===== config.mk =====
export PLATFORM = sky130hd
export DESIGN_NAME = erb_template_tokenizer_top
export DESIGN_NICKNAME = d
export VERILOG_FILES = /design/src/rtl/ett_pkg.sv /design/src/rtl/erb_template_tokenizer_top.sv /design/src/rtl/ett_front.sv /design/src/rtl/ett_queue.sv /design/src/rtl/ett_back.sv
export SDC_FILE = /design/constraint.sdc
export NUM_CORES = 1
export LEC_CHECK = 0
export BUFFER_PORTS_ARGS = -buffer_cell sky130_fd_sc_hd__buf_2
export CAP_MARGIN = 0
export CORE_MARGIN = 1.5
export CORE_UTILIZATION = 55
export CTS_CLUSTER_DIAMETER = 40
export DETAILED_ROUTE_END_ITERATION = 10
export PLACE_DENSITY_LB_ADDON = 0.12
export SYNTH_ARGS = -nofsm -noshare
export SYNTH_HDL_FRONTEND = slang
export SYNTH_SLANG_ARGS = --single-unit

===== constraint.sdc =====
create_clock -name clk -period 8.9 [get_ports clk]
set_input_delay 1.78 -clock clk [delete_from_list [all_inputs] [get_ports clk]]
set_output_delay 1.78 -clock clk [all_outputs]
set_load 0.02 [all_outputs]

===== src/rtl/ett_pkg.sv =====
// ---------------------------------------------------------------------------
// ett_pkg
// Shared types and constants of the template tag tokenizer.
// ---------------------------------------------------------------------------
package ett_pkg;

    localparam int TOKEN_LINE_W = 24;
    localparam int QUEUE_DEPTH  = 4;
    localparam int QPTR_W       = $clog2(QUEUE_DEPTH);

    // characters the parser looks for
    localparam logic [7:0] CH_LT  = 8'h3C;
    localparam logic [7:0] CH_PCT = 8'h25;
    localparam logic [7:0] CH_EQ  = 8'h3D;
    localparam logic [7:0] CH_GT  = 8'h3E;
    localparam logic [7:0] CH_NL  = 8'h0A;

    // token and block kinds
    localparam logic [1:0] KIND_LIT    = 2'd0;
    localparam logic [1:0] KIND_CODE   = 2'd1;
    localparam logic [1:0] KIND_EXPR   = 2'd2;
    localparam logic [1:0] KIND_PCTLIT = 2'd3;

    typedef enum logic [4:0] {
        ST_TEXT      = 5'b00001,
        ST_OPEN      = 5'b00010,
        ST_OPEN_PCT  = 5'b00100,
        ST_BLOCK     = 5'b01000,
        ST_CLOSE_PCT = 5'b10000
    } parse_state_t;

    // one result of an item, without its line and run marker
    typedef struct packed {
        logic       has;
        logic [7:0] data;
        logic [1:0] kind;
        logic       tok_end;
    } res_slot_t;

    // everything one item causes: up to three results sharing one line
    typedef struct packed {
        logic [1:0]                cnt;
        logic [TOKEN_LINE_W-1:0]   line;
        res_slot_t [2:0]           slot;
    } res_cmd_t;

    function automatic res_slot_t make_slot(logic has, logic [7:0] data,
                                            logic [1:0] kind, logic tok_end);
        res_slot_t s;
        s.has     = has;
        s.data    = data;
        s.kind    = kind;
        s.tok_end = tok_end;
        return s;
    endfunction

endpackage


===== src/rtl/erb_template_tokenizer_top.sv =====
// ---------------------------------------------------------------------------
// erb_template_tokenizer_top
// Streaming tokenizer for template text with code and expression tags.
// ---------------------------------------------------------------------------
// An input item is taken every cycle as long as the four-entry command queue
// between the parser and the result sequencer has room. Each item gives zero
// to three results; the sequencer puts out one result per cycle while the
// output is ready, so an item with two or three results (a pending '<'
// resolved, a block opened) holds the output side for each of its results,
// and a run of such items fills the queue and stalls the input. An input
// item is written into the queue, and its first result then into the output
// register. Line numbers are kept at LINE_BITS and shown as the low 24 bits.
module erb_template_tokenizer_top
    import ett_pkg::*;
#(
    parameter int LINE_BITS = 24
)
(
    input  logic        clk,
    input  logic        rst_n,
    input  logic        s_tvalid,
    output logic        s_tready,
    input  logic [7:0]  s_tdata,   // [7:0] byte_value
    input  logic        s_tuser,   // [0] action
    output logic        m_tvalid,
    input  logic        m_tready,
    output logic [39:0] m_tdata,   // [7:0] out_byte, [31:8] token_line, [32] run_last
    output logic [2:0]  m_tuser,   // [0] has_byte, [2:1] token_kind
    output logic        m_tlast    // token_end
);

    logic                    fire;
    logic                    push;
    res_cmd_t                cmd;
    logic                    q_not_full;
    logic                    q_not_empty;
    logic                    pop;
    res_cmd_t                head;
    res_slot_t               out_slot;
    logic [TOKEN_LINE_W-1:0] out_line;
    logic                    out_run_last;

    assign s_tready = q_not_full;
    assign fire     = s_tvalid && s_tready;

    ett_front #(
        .LINE_BITS(LINE_BITS)
    ) u_front (
        .clk       (clk),
        .rst_n     (rst_n),
        .fire      (fire),
        .action    (s_tuser),
        .byte_value(s_tdata),
        .push      (push),
        .cmd       (cmd)
    );

    ett_queue u_queue (
        .clk      (clk),
        .rst_n    (rst_n),
        .push     (push),
        .push_cmd (cmd),
        .not_full (q_not_full),
        .pop      (pop),
        .not_empty(q_not_empty),
        .head     (head)
    );

    ett_back u_back (
        .clk         (clk),
        .rst_n       (rst_n),
        .q_valid     (q_not_empty),
        .head        (head),
        .pop         (pop),
        .out_valid   (m_tvalid),
        .out_ready   (m_tready),
        .out_slot    (out_slot),
        .out_line    (out_line),
        .out_run_last(out_run_last)
    );

    assign m_tdata = {7'd0, out_run_last, out_line, out_slot.data};
    assign m_tuser = {out_slot.kind, out_slot.has};
    assign m_tlast = out_slot.tok_end;

endmodule


===== src/rtl/ett_front.sv =====
// ---------------------------------------------------------------------------
// ett_front
// Parser state machine: classifies each input item into a result command.
// ---------------------------------------------------------------------------
module ett_front
    import ett_pkg::*;
#(
    parameter int LINE_BITS = 24
)
(
    input  logic     clk,
    input  logic     rst_n,
    input  logic     fire,
    input  logic     action,
    input  logic [7:0] byte_value,
    output logic     push,
    output res_cmd_t cmd
);

    parse_state_t         state_reg, state_next;
    logic [1:0]           kind_reg, kind_next;
    logic [LINE_BITS-1:0] lc_reg, lc_next;
    logic [LINE_BITS-1:0] tsl_reg, tsl_next;
    logic                 ne_reg, ne_next;
    logic [1:0]           okind;

    always_comb
    begin
        state_next = state_reg;
        kind_next  = kind_reg;
        lc_next    = lc_reg;
        tsl_next   = tsl_reg;
        ne_next    = ne_reg;
        cmd        = '0;
        cmd.line   = TOKEN_LINE_W'(tsl_reg);
        okind      = (kind_reg == KIND_PCTLIT) ? KIND_LIT : kind_reg;

        if (action)
        begin
            if (ne_reg)
            begin
                cmd.cnt     = 2'd1;
                cmd.slot[0] = make_slot(1'b0, 8'h00, KIND_LIT, 1'b1);
            end
            state_next = ST_TEXT;
            kind_next  = KIND_CODE;
            ne_next    = 1'b0;
        end
        else
        begin
            // saturating line counter
            if (byte_value == CH_NL && lc_reg != {LINE_BITS{1'b1}})
                lc_next = lc_reg + 1'b1;

            unique case (state_reg)
                ST_OPEN:
                begin
                    // a second '<' gives one '<' and keeps the next one pending
                    if (byte_value == CH_LT)
                    begin
                        cmd.cnt     = 2'd1;
                        cmd.slot[0] = make_slot(1'b1, CH_LT, KIND_LIT, 1'b0);
                        ne_next     = 1'b1;
                    end
                    else if (byte_value == CH_PCT)
                    begin
                        state_next = ST_OPEN_PCT;
                        tsl_next   = lc_next;
                    end
                    else
                    begin
                        cmd.cnt     = 2'd2;
                        cmd.slot[0] = make_slot(1'b1, CH_LT, KIND_LIT, 1'b0);
                        cmd.slot[1] = make_slot(1'b1, byte_value, KIND_LIT, 1'b0);
                        ne_next     = 1'b1;
                        state_next  = ST_TEXT;
                    end
                end
                ST_OPEN_PCT:
                begin
                    // opening a block always ends the literal token
                    cmd.slot[0] = make_slot(1'b0, 8'h00, KIND_LIT, 1'b1);
                    state_next  = ST_BLOCK;
                    if (byte_value == CH_EQ)
                    begin
                        cmd.cnt   = 2'd1;
                        kind_next = KIND_EXPR;
                        ne_next   = 1'b0;
                    end
                    else if (byte_value == CH_PCT)
                    begin
                        cmd.cnt     = 2'd3;
                        cmd.slot[1] = make_slot(1'b1, CH_LT, KIND_LIT, 1'b0);
                        cmd.slot[2] = make_slot(1'b1, CH_PCT, KIND_LIT, 1'b0);
                        kind_next   = KIND_PCTLIT;
                        ne_next     = 1'b1;
                    end
                    else
                    begin
                        cmd.cnt     = 2'd2;
                        cmd.slot[1] = make_slot(1'b1, byte_value, KIND_CODE, 1'b0);
                        kind_next   = KIND_CODE;
                        ne_next     = 1'b1;
                    end
                end
                ST_BLOCK:
                begin
                    if (byte_value == CH_PCT)
                        state_next = ST_CLOSE_PCT;
                    else
                    begin
                        cmd.cnt     = 2'd1;
                        cmd.slot[0] = make_slot(1'b1, byte_value, okind, 1'b0);
                        ne_next     = 1'b1;
                    end
                end
                ST_CLOSE_PCT:
                begin
                    // "%%" gives one '%' and keeps the next '%' pending
                    if (byte_value == CH_PCT)
                    begin
                        cmd.cnt     = 2'd1;
                        cmd.slot[0] = make_slot(1'b1, CH_PCT, okind, 1'b0);
                        ne_next     = 1'b1;
                    end
                    else if (byte_value == CH_GT)
                    begin
                        cmd.cnt = 2'd1;
                        if (kind_reg == KIND_PCTLIT)
                            cmd.slot[0] = make_slot(1'b1, CH_GT, KIND_LIT, 1'b1);
                        else
                            cmd.slot[0] = make_slot(1'b0, 8'h00, kind_reg, 1'b1);
                        ne_next    = 1'b0;
                        state_next = ST_TEXT;
                        tsl_next   = lc_next;
                    end
                    else
                    begin
                        cmd.cnt     = 2'd2;
                        cmd.slot[0] = make_slot(1'b1, CH_PCT, okind, 1'b0);
                        cmd.slot[1] = make_slot(1'b1, byte_value, okind, 1'b0);
                        ne_next     = 1'b1;
                        state_next  = ST_BLOCK;
                    end
                end
                default:
                begin
                    state_next = ST_TEXT;
                    if (byte_value == CH_LT)
                        state_next = ST_OPEN;
                    else
                    begin
                        cmd.cnt     = 2'd1;
                        cmd.slot[0] = make_slot(1'b1, byte_value, KIND_LIT, 1'b0);
                        ne_next     = 1'b1;
                    end
                end
            endcase
        end
    end

    assign push = fire && (cmd.cnt != 2'd0);

    always_ff @(posedge clk or negedge rst_n)
    begin
        if (!rst_n)
        begin
            state_reg <= ST_TEXT;
            kind_reg  <= KIND_CODE;
            lc_reg    <= LINE_BITS'(1);
            tsl_reg   <= LINE_BITS'(1);
            ne_reg    <= 1'b0;
        end
        else if (fire)
        begin
            state_reg <= state_next;
            kind_reg  <= kind_next;
            lc_reg    <= lc_next;
            tsl_reg   <= tsl_next;
            ne_reg    <= ne_next;
        end
    end

endmodule


===== src/rtl/ett_queue.sv =====
// ---------------------------------------------------------------------------
// ett_queue
// Small command queue between the parser and the result sequencer.
// ---------------------------------------------------------------------------
module ett_queue
    import ett_pkg::*;
(
    input  logic     clk,
    input  logic     rst_n,
    input  logic     push,
    input  res_cmd_t push_cmd,
    output logic     not_full,
    input  logic     pop,
    output logic     not_empty,
    output res_cmd_t head
);

    res_cmd_t            mem_reg [QUEUE_DEPTH];
    logic [QPTR_W-1:0]   wr_ptr_reg, rd_ptr_reg;
    logic [QPTR_W:0]     count_reg;

    assign not_full  = (count_reg != (QPTR_W+1)'(QUEUE_DEPTH));
    assign not_empty = (count_reg != '0);
    assign head      = mem_reg[rd_ptr_reg];

    always_ff @(posedge clk)
    begin
        if (push)
            mem_reg[wr_ptr_reg] <= push_cmd;
    end

    always_ff @(posedge clk or negedge rst_n)
    begin
        if (!rst_n)
        begin
            wr_ptr_reg <= '0;
            rd_ptr_reg <= '0;
            count_reg  <= '0;
        end
        else
        begin
            if (push)
                wr_ptr_reg <= wr_ptr_reg + 1'b1;
            if (pop)
                rd_ptr_reg <= rd_ptr_reg + 1'b1;
            if (push && !pop)
                count_reg <= count_reg + 1'b1;
            else if (pop && !push)
                count_reg <= count_reg - 1'b1;
        end
    end

endmodule


===== src/rtl/ett_back.sv =====
// ---------------------------------------------------------------------------
// ett_back
// Result sequencer: walks the results of each command into the output register.
// ---------------------------------------------------------------------------
module ett_back
    import ett_pkg::*;
(
    input  logic                    clk,
    input  logic                    rst_n,
    input  logic                    q_valid,
    input  res_cmd_t                head,
    output logic                    pop,
    output logic                    out_valid,
    input  logic                    out_ready,
    output res_slot_t               out_slot,
    output logic [TOKEN_LINE_W-1:0] out_line,
    output logic                    out_run_last
);

    logic [1:0]              idx_reg;
    logic                    valid_reg;
    res_slot_t               slot_reg;
    logic [TOKEN_LINE_W-1:0] line_reg;
    logic                    run_last_reg;
    logic                    load;
    logic                    at_last;

    assign load    = q_valid && (!valid_reg || out_ready);
    assign at_last = (idx_reg == head.cnt - 2'd1);
    assign pop     = load && at_last;

    always_ff @(posedge clk or negedge rst_n)
    begin
        if (!rst_n)
        begin
            valid_reg <= 1'b0;
            idx_reg   <= 2'd0;
        end
        else if (load)
        begin
            valid_reg <= 1'b1;
            idx_reg   <= at_last ? 2'd0 : idx_reg + 2'd1;
        end
        else if (out_ready)
            valid_reg <= 1'b0;
    end

    always_ff @(posedge clk)
    begin
        if (load)
        begin
            slot_reg     <= head.slot[idx_reg];
            line_reg     <= head.line;
            run_last_reg <= at_last;
        end
    end

    assign out_valid    = valid_reg;
    assign out_slot     = slot_reg;
    assign out_line     = line_reg;
    assign out_run_last = run_last_reg;

endmodule


==> results of run 1 <==
power by group through the flow:
| stage | sequential (uW) | combinational, uW | clock [uW] |
|---|---|---|---|
| 6_report | 1900 | 965 | 1460 |
| 5_1_grt | 1920 | 1050 | 1550 |
| 4_1_cts | 1900 | 986 | 1490 |
| 3_5_place_dp | 1930 | 982 | 0 |
| 3_3_place_gp | 1920 | 973 | 0 |
| 2_1_floorplan | 2010 | 603 | 0 |
worst reg2reg max path, stage by stage, from the launching register on:
cell	delay (ns)
dfrtp_2	0.33
buf_4	0.61
mux4_2	0.45
xnor2_1	0.19
nand2_1	0.07
o22ai_1	0.58
nand2_1	0.26
ha_1	0.29
inv_1	0.07
fa_1	0.40
mux2_2	0.26
worst paths after layout:
kind	from	endpoint	slack [ns]	cells past startpoint
max	s_tuser	u_queue.mem_reg[2][16]	4.64	8
max in group asynchronous	rst_n	u_queue.rd_ptr_reg[0]	6.75	2
max reg2reg	u_queue.rd_ptr_reg[1]	u_queue.count_reg[1]	5.24	10
min in group asynchronous	rst_n	u_front.tsl_reg[3]	1.48	2
min reg2reg	u_front.lc_reg[14]	u_front.lc_reg[14]	0.50	1
min	u_front.lc_reg[14]	u_front.lc_reg[14]	0.50	1
metal layers:
metal | wire length, um | vias to the layer above | track usage | share of wire
li1 | - | 3056 | - | -
met1 | 12420 | 3502 | 0.3509 | 0.47
met2 | 11960 | 201 | 0.3467 | 0.46
met3 | 1343 | 39 | 0.04143 | 0.051
met4 | 482 | 0 | 0.05594 | 0.018
met5 | 0 | - | 0 | 0
final cells by class:
| cell class | instances | area, um2 | share of cell area |
|---|---|---|---|
| Multi-Input combinational cell | 413 | 3536 | 0.2478 |
| Clock inverter | 17 | 191.4 | 0.01341 |
| Sequential cell | 303 | 8778 | 0.6151 |
| Inverter | 10 | 37.54 | 0.002630 |
| Tap cell | 285 | 356.6 | 0.02499 |
| Clock buffer | 49 | 1033 | 0.07242 |
| Timing Repair Buffer | 62 | 337.8 | 0.02367 |
cell families after synthesis:
kind of cell               after synthesis  synth area share
buffers and inverters                   49           0.01950
xor gates and xnor gates                38           0.02659
DFF                                    303            0.7011
other                                    1         0.0002997
adders and majority gates                7          0.007598
and+or+nand+nor                        195           0.08278
AOI/OAI and AO/OA                       81           0.04319
muxes                                   85            0.1190
through the flow:
step	cell area, um2	instances	setup slack (ns)	hold slack [ns]	util
after floorplan	12540	765	3.654	0.4565	-
after global placement	13050	1073	4.245	0.4752	0.5798
after detailed placement	13050	1073	4.150	0.4927	0.5798
after CTS	14270	1139	4.671	0.5046	0.6342
after global routing	14270	1139	4.411	0.5321	0.6342
final	14270	1139	4.638	0.5035	0.6342
synth_stat cells (2+ instances only):
master	count	area, um2
ha_1	6	75.07
o22ai_1	2	12.51
buf_2	11	55.05
dfrtp_1	62	1551
edfxtp_1	237	7117
a221oi_1	3	26.28
mux2_2	20	225.2
and2_1	12	75.07
nor2_1	42	157.7
inv_1	10	37.54
dfstp_2	4	105.1
or2_2	3	18.77
clkbuf_1	16	60.06
nor4_1	6	37.54
and3_1	12	75.07
buf_4	10	75.07
and4_1	3	26.28
nand2_1	56	210.2
mux2i_1	16	160.2
a21oi_1	14	70.07
nand2b_1	8	50.05
o211ai_1	3	22.52
xor2_1	23	201.4
or3_1	4	25.02
nor3b_1	3	22.52
nand4bb_1	2	22.52
mux4_2	49	1104
o21ai_0	34	170.2
nor3_1	11	55.05
a211oi_1	4	30.03
nor2b_1	2	12.51
xnor2_1	15	131.4
o21a_1	2	15.01
nand3_1	13	65.06
nand4_1	5	31.28
o2111ai_1	2	17.52
==> impl_metrics.csv, run 1 <==
group,metric,value,unit
critical_path,cp_cell_sequence,"buf_2 > inv_1 > o2111ai_1 > a2111oi_2 > a211oi_1 > o22ai_2 > and2_2 > buf_4",
critical_path,crit_path_max_fanout,50,
critical_path,start_kind,"input pin",
placement,port_buffers,51,
route,routedWlPerCell,23.01,um
synth,synth.distinct_cells,70,
cells_and_area,layout_commonest_cell,"edfxtp_1",
global_routing,grt_pass1_vias,7000,
route,drt_pass1_iterations,5,
global_routing,grt_pass1_wl,40610,um
sta,hold_viol_final,0,
clock_tree,htreeDepth,2,
clock_tree,numClockSinks,303,
route,antenna_left,0,
clock_tree,ctsHoldBuffers,0,
pwr,power.sequential.fraction,0.439,
sta,min_period,4.262,ns
cells_and_area,final_cell_mix,"edfxtp_1 (237), dfrtp_1 (60), nand2_1 (56), buf_2 (51), mux4_2 (49)",
cells_and_area,nets,847,
synth,netlist_area,0.01251,mm2
critical_path,cp.required,9.02,ns
critical_path,crit_family,"compound AO/OA/AOI/OAI gates",
flow_run,cap_viol_max_count,0,
floorplan,dieHeight,153.8,um
sta,skew,0.03090,ns
cells_and_area,n_antenna_cell,0,
clock_tree,path_clk_slew,0.06,ns
pwr,power_density,303.2,mW/mm2
synth,yosysWarnings,0,
pwr,leakagePower,0.005242,uW
clock_tree,cts_buffer_depth,3,
synth,seq_area_frac_synth,0.7011,
cells_and_area,largest_register_ffs,200,
critical_path,cp_num_buf_inv,3,
floorplan,initial_core_util,0.5561,
placement,gp_congestion,0.8593,
synth,ys_ff_latch,303,
critical_path,critPathMaxStageDelay,0.62,ns
cells_and_area,area_growth_syn_to_layout,14.04,%
clock_tree,cts_root_buf,"clkbuf_16",
route,drt_iter0_drc,595,
clock_tree,cts_resized,0,
floorplan,die_area,0.02367,mm2
floorplan,pin_count,59,
synth,async_reset_ff_frac,0.2178,
global_routing,overflow,0,
synth,syn_inst,759,
sta,tightest_slew,1.028,ns
pwr,power.internal,3115,uW
critical_path,arrival,4.38,ns
sta,setup_viol,0,
synth,syn-mean-instance-area,16.49,um2
sta,grt_setup_unrepaired,"false",
critical_path,slowest_stage,"buf_4",
pwr,power.share.clock,0.338,
critical_path,path_class,"input pin to register",
pwr,power,4328,uW
clock_tree,cts_tree,"yes",
route,viasPerCell,5.968,
global_routing,grt_max_degree,67,
cells_and_area,n_fill_cell,1632,
placement,dp_hpwl,16690,um
cells_and_area,drive_gt1_frac,0.2553,
sta,max_slew_margin,0.3084,
pwr,switching_share,0.2803,
synth,ys.flop_type,"edfxtp_1",
clock_tree,post-cts-setup-buffers,0,
pwr,switchingPower,1213,uW
floorplan,core,0.02250,mm2
outcome,status,"finished clean",
clock_tree,numCtsBuffers,37,
sta,period_share,0.4788,
hold_path,hold_class,"register to register",
pwr,share_comb_of_total_power,0.223,
floorplan,dieWidth,153.8,um
clock_tree,insertion_delay,0.52,ns
pwr,irDropWorstVdd,214.4,uV
route,drt-total-wl,26210,um
sta,tns,0,ns
synth,synth_edf_count,237,
route,routed-via-count,6798,
global_routing,grt_usage,0.2295,
sta,slew_violations,0,
floorplan,placementRows,55,
critical_path,worstSetupEndpointType,"register",
sta,max_freq,234.7,MHz
route,drc_errors,0,
global_routing,antenna_found_initial,0,
Note: power is estimated with default switching activity, not from simulation.
==> run 2: changes to the inputs <==
==> constraint.sdc (replaced) <==
create_clock -name clk -period 4.4 [get_ports clk]
set_input_delay 0.88 -clock clk [delete_from_list [all_inputs] [get_ports clk]]
set_output_delay 0.88 -clock clk [all_outputs]
set_load 0.02 [all_outputs]
==> run 2 against run 1 <==
Compared with the run above:
- sequential power up 100%
- non-clock buffer count grew 5
- clock power rose by 100%
- via count shrank 0.31%
- utilization increased by 0.061 points
- total power increased by 100%
- first-iteration DRC count down 12%
- combinational power up 97%
- critical path type is now register to register
- worst setup slack got worse by 3.7 ns
- cell count rose by 0.18%
- largest cell class unchanged
- worst hold slack got worse by 0.060 ns
==> impl_metrics.csv, run 2 (synthesized netlist as in run 1, its figures left out) <==
group,metric,value,unit
outcome,status,"finished clean",
sta,grt_setup_unrepaired,"false",
cells_and_area,final_area,0.01429,mm2
sta,tns,0,ns
sta,setup_viol,0,
clock_tree,htreeDepth,2,
sta,slew_violations,0,
cells_and_area,area_growth_syn_to_layout,14.15,%
clock_tree,cts_buffer_depth,3,
clock_tree,numCtsBuffers,35,
clock_tree,ctsHoldBuffers,0,
cells_and_area,n_fill_cell,1621,
critical_path,slowest_stage,"dfrtp_1",
critical_path,cp_cell_sequence,"nor2b_1 > a221oi_1 > or3_4 > nor4_4 > o22ai_2 > ha_1 > inv_1 > fa_1 > mux2_2",
cells_and_area,final_util,0.6348,
route,drt_iter0_drc,526,
sta,tightest_slew,1.248,ns
clock_tree,numClockSinks,303,
cells_and_area,final_cell_mix,"edfxtp_1 (237), dfrtp_1 (60), nand2_1 (56), buf_2 (51), mux4_2 (49)",
critical_path,worstSetupEndpointType,"register",
clock_tree,cts_resized,0,
sta,period_share,0.7940,
global_routing,grt_pass1_vias,6904,
clock_tree,post-cts-setup-buffers,0,
route,drt_pass1_iterations,5,
global_routing,antenna_found_initial,0,
route,antenna_left,0,
route,routedWlPerCell,22.35,um
floorplan,dieWidth,153.8,um
sta,min_period,3.493,ns
critical_path,critPathMaxStageDelay,0.59,ns
critical_path,path_class,"register to register",
global_routing,overflow,0,
route,drc_errors,0,
critical_path,reg2reg_from,"u_front.state_reg[1]",
critical_path,r2r_end,"u_queue.count_reg[1]",
floorplan,die_area,0.02367,mm2
route,routed-via-count,6777,
cells_and_area,n_antenna_cell,0,
clock_tree,cts_tree,"yes",
sta,hold_viol_final,0,
clock_tree,insertion_delay,0.52,ns
critical_path,start_kind,"register",
critical_path,crit_path_max_fanout,13,
floorplan,initial_core_util,0.5561,
pwr,irDropWorstVdd,467.8,uV
sta,max_slew_margin,0.1657,
cells_and_area,nets,850,
critical_path,r2r_cells,9,
cells_and_area,layout_commonest_cell,"edfxtp_1",
pwr,power_density,611.9,mW/mm2
sta,max_freq,286.3,MHz
hold_path,hold_class,"input pin to async pin",
route,viasPerCell,5.940,
placement,gp_congestion,0.8904,
floorplan,dieHeight,153.8,um
global_routing,grt_max_degree,52,
critical_path,cp.required,4.78,ns
global_routing,grt_usage,0.2268,
critical_path,reg2reg_slack,0.91,ns
placement,postPlaceCellArea,0.01309,mm2
pwr,leakagePower,0.005275,uW
placement,port_buffers,51,
route,drt-total-wl,25500,um
placement,dp_hpwl,16520,um
floorplan,placementRows,55,
placement,dp_slack,0.6534,ns
critical_path,critPathLaunch,"u_front.state_reg[1]",
critical_path,arrival,3.87,ns
global_routing,grt_pass1_wl,40140,um
sta,holdWs,0.4434,ns
floorplan,pin_count,59,
floorplan,core,0.02250,mm2
clock_tree,cts_root_buf,"clkbuf_16",
flow_run,cap_viol_max_count,0,
cells_and_area,largest_register_ffs,200,
sta,fin_ws,0.9066,ns
sta,skew,0.02785,ns
clock_tree,path_clk_slew,0.06,ns
cells_and_area,drive_gt1_frac,0.2640,
==> run 2: cell types whose count changed in the layout (fill, tap and decap cells not counted), moves of 2 or more <==
cell,delta
buf_4,+5
clkbuf_1,-6
clkbuf_16,-3
clkinvlp_4,-3
inv_4,+2
inv_6,+5
==> run 2: layout make-up <==
type                    instances  area [um2]  area share
well taps                     285       356.6     0.02496
clock buffers                  40       935.9     0.06552
flip-flops and latches        303        8778      0.6145
clock inverters                23       264.0     0.01848
repair buffers                 67       375.4     0.02628
multi-input cells             413        3537      0.2476
inverters                      10       37.54    0.002628
==> run 2: worst max-delay path: cells and delay by family, from the launching register on <==
| kind | cells | cell delay (ns) |
|---|---|---|
| AO/OA/AOI/OAI | 2 | 0.49 |
| adder cells (fa/ha/maj) | 2 | 0.68 |
| buffers and inverters | 1 | 0.07 |
| flip-flops | 1 | 0.59 |
| multiplexers | 1 | 0.27 |
| AND/OR/NAND/NOR | 3 | 1.27 |
==> run 2: through the flow <==
stage,cells,power (uW)
floorplan,765,5288
global placement,1078,5838
global route,1141,9120
CTS,1141,8838
finish,1141,8742
detailed placement,1078,5874
==> run 2: layer usage <==
layer	vias to the layer above	GRT usage	part of all wire
li1	3060	-	-
met1	3490	0.3431	0.47
met2	187	0.3441	0.46
met3	40	0.03918	0.052
met4	0	0.06426	0.019
met5	-	0	0
==> run 2: worst max path at each step <==
stage,cells after the start,slack (ns),end
after detailed placement,10,0.65,u_queue.count_reg[1]
final,9,0.91,u_queue.count_reg[1]
after global routing,11,0.63,u_queue.count_reg[2]
after floorplan,7,0.05,u_queue.count_reg[1]
after CTS,9,0.96,u_queue.count_reg[1]
after global placement,10,0.71,u_queue.count_reg[1]
==> run 2: power breakdown <==
part / switching, uW / total (uW) / internal, uW
registers: 212 / 3890 / 3670
clock network: 1160 / 2950 / 1800
logic: 1110 / 1900 / 791
